File: src/design/ffe_pkg.sv
package ffe_pkg;

  // Grid geometry
  localparam int GRID_WIDTH   = 24;
  localparam int VISIBLE_ROWS = 24;
  localparam int SEED_WIDTH   = 24;
  localparam int COORD_W      = 5;
  localparam int HEAT_W       = 8;

  // Stored rows are 0 .. VISIBLE_ROWS; the seed row lives only in the row line.
  localparam int RAM_DEPTH = (VISIBLE_ROWS + 1) * GRID_WIDTH;
  localparam int ADDR_W    = $clog2(RAM_DEPTH);
  localparam int ROW_W     = $clog2(VISIBLE_ROWS + 1);
  localparam int COL_W     = $clog2(GRID_WIDTH);

  localparam logic [ROW_W-1:0]  ROW_FIRST = ROW_W'(VISIBLE_ROWS);
  localparam logic [COL_W-1:0]  COL_LAST  = COL_W'(GRID_WIDTH - 1);
  localparam logic [HEAT_W-1:0] HEAT_HOT  = 8'd255;

  localparam logic CMD_ADVANCE = 1'b0;
  localparam logic CMD_READ    = 1'b1;

  typedef struct packed {
    logic load;      // capture request fields, arm frame counters
    logic adv_step;  // issue one cell of the frame walk
    logic rd_issue;  // issue the grid read for a read request
    logic out_load;  // fill the output register
  } ctl_t;

  typedef struct packed {
    logic last_cell;  // walk is at row 0, last column
    logic pipe_busy;  // a cell write is in flight
  } sts_t;

  // Fire palette: eight 32-step segments, returns {ch0, ch1, ch2}.
  function automatic logic [23:0] pal_lookup(input logic [HEAT_W-1:0] h);
    logic [4:0] s;
    logic [7:0] s2;
    logic [7:0] s8;
    logic [7:0] s1;
    logic [23:0] rgb;
    s   = h[4:0];
    s2  = {2'b00, s, 1'b0};
    s8  = {s, 3'b000};
    s1  = {3'b000, s};
    rgb = '0;
    case (h[7:5])
      3'd0:    rgb = {8'd0, 8'd0, s2};
      3'd1:    rgb = {8'd0, s8, 8'd64 - s2};
      3'd2:    rgb = {s8, 8'd255, 8'd0};
      3'd3:    rgb = {8'd255, 8'd255, s2};
      3'd4:    rgb = {8'd255, 8'd255, 8'd64 + s2};
      3'd5:    rgb = {8'd255, 8'd255, 8'd128 + s2};
      3'd6:    rgb = {8'd255, 8'd255, 8'd192 + s1};
      3'd7:    rgb = {8'd255, 8'd255, 8'd224 + s1};
      default: rgb = '0;
    endcase
    return rgb;
  endfunction

endpackage

File: src/design/ffe_ctrl.sv
module ffe_ctrl (
  input  logic          clk_i,
  input  logic          rst_ni,
  input  logic          in_valid_i,
  input  logic          command_i,
  input  logic          out_ready_i,
  input  ffe_pkg::sts_t st_i,
  output logic          in_ready_o,
  output logic          out_valid_o,
  output ffe_pkg::ctl_t ctl_o
);

  localparam logic [1:0] S_IDLE = 2'd0;
  localparam logic [1:0] S_ADV  = 2'd1;
  localparam logic [1:0] S_RD   = 2'd2;
  localparam logic [1:0] S_FIN  = 2'd3;

  logic [1:0] state_q, state_d;
  logic       out_valid_q, out_valid_d;
  logic       out_free;

  assign out_free = !out_valid_q || out_ready_i;

  always_comb begin
    state_d    = state_q;
    ctl_o      = '0;
    in_ready_o = 1'b0;
    case (state_q)
      S_IDLE: begin
        in_ready_o = 1'b1;
        if (in_valid_i) begin
          ctl_o.load = 1'b1;
          state_d    = (command_i == ffe_pkg::CMD_READ) ? S_RD : S_ADV;
        end
      end
      S_ADV: begin
        ctl_o.adv_step = 1'b1;
        if (st_i.last_cell) begin
          state_d = S_FIN;
        end
      end
      S_RD: begin
        ctl_o.rd_issue = 1'b1;
        state_d        = S_FIN;
      end
      S_FIN: begin
        if (out_free) begin
          ctl_o.out_load = 1'b1;
          state_d        = S_IDLE;
        end
      end
      default: state_d = S_IDLE;
    endcase
  end

  always_comb begin
    out_valid_d = out_valid_q;
    if (ctl_o.out_load) begin
      out_valid_d = 1'b1;
    end else if (out_ready_i) begin
      out_valid_d = 1'b0;
    end
  end

  always_ff @(posedge clk_i or negedge rst_ni) begin
    if (!rst_ni) begin
      state_q     <= S_IDLE;
      out_valid_q <= 1'b0;
    end else begin
      state_q     <= state_d;
      out_valid_q <= out_valid_d;
    end
  end

  assign out_valid_o = out_valid_q;

endmodule

File: config.mk
export PLATFORM = sky130hd
export DESIGN_NAME = ffe_ctrl
export DESIGN_NICKNAME = d
export VERILOG_FILES = /design/src/design/ffe_pkg.sv /design/src/design/ffe_ctrl.sv
export SDC_FILE = /design/constraint.sdc
export NUM_CORES = 1
export LEC_CHECK = 0
export ABC_AREA = 1
export BUFFER_PORTS_ARGS = -buffer_cell sky130_fd_sc_hd__buf_4
export CAP_MARGIN = 30
export CORE_AREA = 2 2 39 41
export CTS_CLUSTER_SIZE = 30
export DETAILED_ROUTE_END_ITERATION = 16
export DIE_AREA = 0 0 41 43
export SLEW_MARGIN = 30
export SYNTH_ARGS = -nofsm -noshare
export SYNTH_HDL_FRONTEND = slang
export SYNTH_SLANG_ARGS = --single-unit
File: constraint.sdc
create_clock -name clk_i -period 3.25 [get_ports clk_i]
set_input_delay 0.65 -clock clk_i [delete_from_list [all_inputs] [get_ports clk_i]]
set_output_delay 0.65 -clock clk_i [all_outputs]
set_load 0.03 [all_outputs]
# Word level (Yosys, flattened, before mapping)
# Index checks and enable logic that the tools add are counted.
[classes]
n_eq_ne = 6
n_mux = 14
reduce_logical = 5
[op_table]
columns = ["operator", "count"]
rows = [
  ["$mux W1", 9],
  ["$mux W2", 4],
  ["$pmux W2 S4", 1],
  ["$ne A2 B2 Y1 const B", 3],
  ["$eq A2 B2 Y1 const B", 2],
  ["$reduce_and A3 Y1", 1],
  ["$eq A2 B1 Y1 const B", 1],
  ["$logic_not A2 Y1", 1],
  ["$reduce_bool A2 Y1", 1],
  ["$logic_not A1 Y1", 1],
  ["$logic_or A1 B1 Y1", 1],
]
[word_totals]
wordCells = 27
inputBits = 7
regBits = 3
output_inout_bits = 6

# Longest topological paths before layout
[logic_depth]
word_depth = 5
mapped_depth = 7
ltp_nobuf = 7

# Worst setup path before layout
# Ideal clock, no wire load.
[synth_path]
path_kind = "register -> output"
start = "reg state_q[0]"
end = "out ctl_o[3] (netlist bit)"
n_path_buf = 0
required_ps = 2600
arrival_ps = 1166
setup_slack_ps = 1434
path_stages_with_launch = 5
cell_sequence = "dfrtp_1 inv_1 ha_1 nand2_1 inv_1"
[synth_rtl]
columns = ["element", "line", "source"]
rows = [
  ["start: declaration", "ffe_ctrl.sv:18", "logic [1:0] state_q, state_d;"],
  ["start signal: assignment", "ffe_ctrl.sv:70", "state_q <= state_d;"],
  ["end: declaration", "ffe_ctrl.sv:10", "output ffe_pkg::ctl_t ctl_o"],
]

==> impl_metrics.py <==
metrics = {
    "clocking": {
        "cts_tree": "yes",
        "numCtsBuffers": 3,
        "clock_latency_ns": 0.24,
        "postCtsSetupBuffers": 0,
        "cts_root_buffer": "clkbuf_4",
        "cts_sinks": 3,
        "htreeDepth": 1,
        "clk_path_buf_depth": 2,
        "cts.hold.buffers_added": 0,
        "cts.reportedPaths.clkPinSlew_ns": 0.04,
        "cts_resized": 0,
    },
    "grt": {
        "grt_pass1_vias": 213,
        "grt_max_degree": 7,
        "grt_overflow": 0,
        "grt_pass1_wl_microns": 731,
        "track_usage": 0.0663,
        "antenna_found_initial": 0,
    },
    "finish": {
        "layout_commonest_cell": "nand2_1",
        "antenna_cells": 0,
        "layout.nets": 64,
        "final_cell_mix": "nand2_1 (15), buf_4 (11), inv_1 (10)",
        "multi_input_area_sq_um": 131,
        "fillerInstances": 159,
        "area_growth_pct": 48.3,
        "layout-drive-gt1-share": 0.269,
        "utilization": 0.269,
        "regArea_sq_um": 75.1,
    },
    "pwr": {
        "powerDensity_mw_per_mm2": 1070,
        "ir_drop_v": 0.000264,
        "leakagePower_nw": 0.242,
    },
    "detailed_routing": {
        "dr.pass1.iters": 3,
        "met3_length_microns": 31,
        "ant_nets": 0,
        "top_layer_used": "met4",
        "dr_wl_met2_microns": 235,
        "wl_microns": 468,
        "first_iter_violations": 8,
        "drc": 0,
        "wl_met1_microns": 180,
        "routedWlPerCell_microns": 6.88,
        "route.vias.total": 250,
        "vias_per_cell": 3.68,
    },
    "worst_setup_path": {
        "rr_startpoint": "state_q[0]$_DFFE_PN0P_",
        "crit_arrival_ns": 1.27,
        "worstSetupPathType": "reg -> out",
        "critPathRequiredTime_ns": 2.60,
        "critPathCaptureType": "primary output",
        "path_max_fanout": 6,
        "cp-startpoint": "state_q[0]$_DFFE_PN0P_",
        "start_kind": "register",
    },
    "timing": {
        "rsz0062_at_grt": "no",
        "slew_violations": 0,
        "setup-violations-final": 0,
        "finalCriticalPeriod_ns": 1.92,
        "relSlewSlack": 0.867,
        "fin_setup_tns_ns": 0,
        "whs_ns": 0.187,
        "hold_viol": 0,
        "timing.final.crit_share": 0.591,
        "fin_skew_ns": 0.00423,
        "fmaxAchievable_ghz": 0.520,
        "worst_slew_pin_slew_ns": 0.199,
    },
    "logic_synthesis": {
        "synth-seq-area-share": 0.299,
        "yosysWarnings": 0,
        "synth_top_cell_area_share": 0.299,
        "syn_inst": 38,
        "syn_avg_cell_area_sq_um": 6.62,
        "synth_area_leaders": "dfrtp_1 (30%), nand2_1 (22%), ha_1 (20%)",
        "syn_area_sq_um": 251,
        "synth_seq_cells": 3,
        "yosys.area.top_type": "dfrtp_1",
        "syn_nets": 49,
        "synthDistinctLibCells": 7,
    },
    "placement": {
        "io_buffers": 11,
        "gp_congestion": 0.653,
        "dp_hpwl_microns": 366,
    },
    "flow_run": {
        "max_cap_viol_count": 0,
    },
    "floorplan": {
        "core-area_sq_mm": 0.00138,
        "die_w_microns": 41,
        "die_y_microns": 43,
        "row_count": 14,
        "initial_core_util": 0.182,
        "ios": 13,
        "die_area_sq_mm": 0.00176,
    },
    "hold_path": {
        "hold_class": "in -> async",
    },
    "outcome": {
        "status": "finished, final reports clean",
    },
}
==> sequential cells by signal, indices dropped and copies added (netlist names) <==
register,count
state_q,2
out_valid_o,1
==> cell families after synthesis <==
group,synth area share
flops,0.298
compound gates,0.0199
buf+inv,0.179
simple gates,0.303
fa+ha+maj,0.199
==> power breakdown <==
group | internal, mW | switching, mW
clock | 0.0462 | 0.0224
sequential | 0.0576 | 0.0194
combinational | 0.0952 | 0.157
==> critical path, cell delays in order (launching register included) <==
cell,delay [ns]
dfrtp_1,0.41
inv_1,0.09
ha_1,0.26
nand2_1,0.07
inv_1,0.05
buf_4,0.14
==> metrics by stage <==
stage / instance area, sq um / power (mW) / instances / setup WS [ns]
after global routing: 373 / 0.439 / 68 / 1.21
after CTS: 373 / 0.404 / 68 / 1.32
final: 373 / 0.397 / 68 / 1.33
after global placement: 347 / 0.332 / 64 / 1.54
after detailed placement: 347 / 0.332 / 64 / 1.54
after floorplan: 251 / 0.267 / 38 / 1.43
==> layout make-up <==
type | instances | area share
Multi-Input combinational cell | 24 | 0.352
Timing Repair Buffer | 11 | 0.221
Sequential cell | 3 | 0.201
Inverter | 10 | 0.101
Clock buffer | 4 | 0.0705
Tap cell | 16 | 0.0537
==> Yosys cell counts <==
cell type / instances
inv_1: 10
buf_4: 1
nand2_1: 15
ha_1: 4
nand3_1: 4
dfrtp_1: 3
a21oi_1: 1
==> final timing paths <==
path / to / slack, ns / cells after the start
max in group asynchronous: state_q[0]$_DFFE_PN0P_ / 2.97 / 1
min reg2reg: out_valid_o$_DFFE_PN0P_ / 0.51 / 2
max reg2reg: state_q[0]$_DFFE_PN0P_ / 2.05 / 7
min: out_valid_o$_DFFE_PN0P_ / 0.19 / 1
min in group clk_i: out_valid_o$_DFFE_PN0P_ / 0.51 / 2
max: ctl_o[3] / 1.33 / 5
==> routing by layer <==
| metal | global-route usage | vias to the layer above |
|---|---|---|
| li1 | - | 137 |
| met4 | 0.100 | 0 |
| met1 | 0.0677 | 103 |
| met5 | 0 | - |
| met3 | 0 | 2 |
| met2 | 0.0938 | 8 |
No activity file was read; power rests on OpenSTA's default activity.
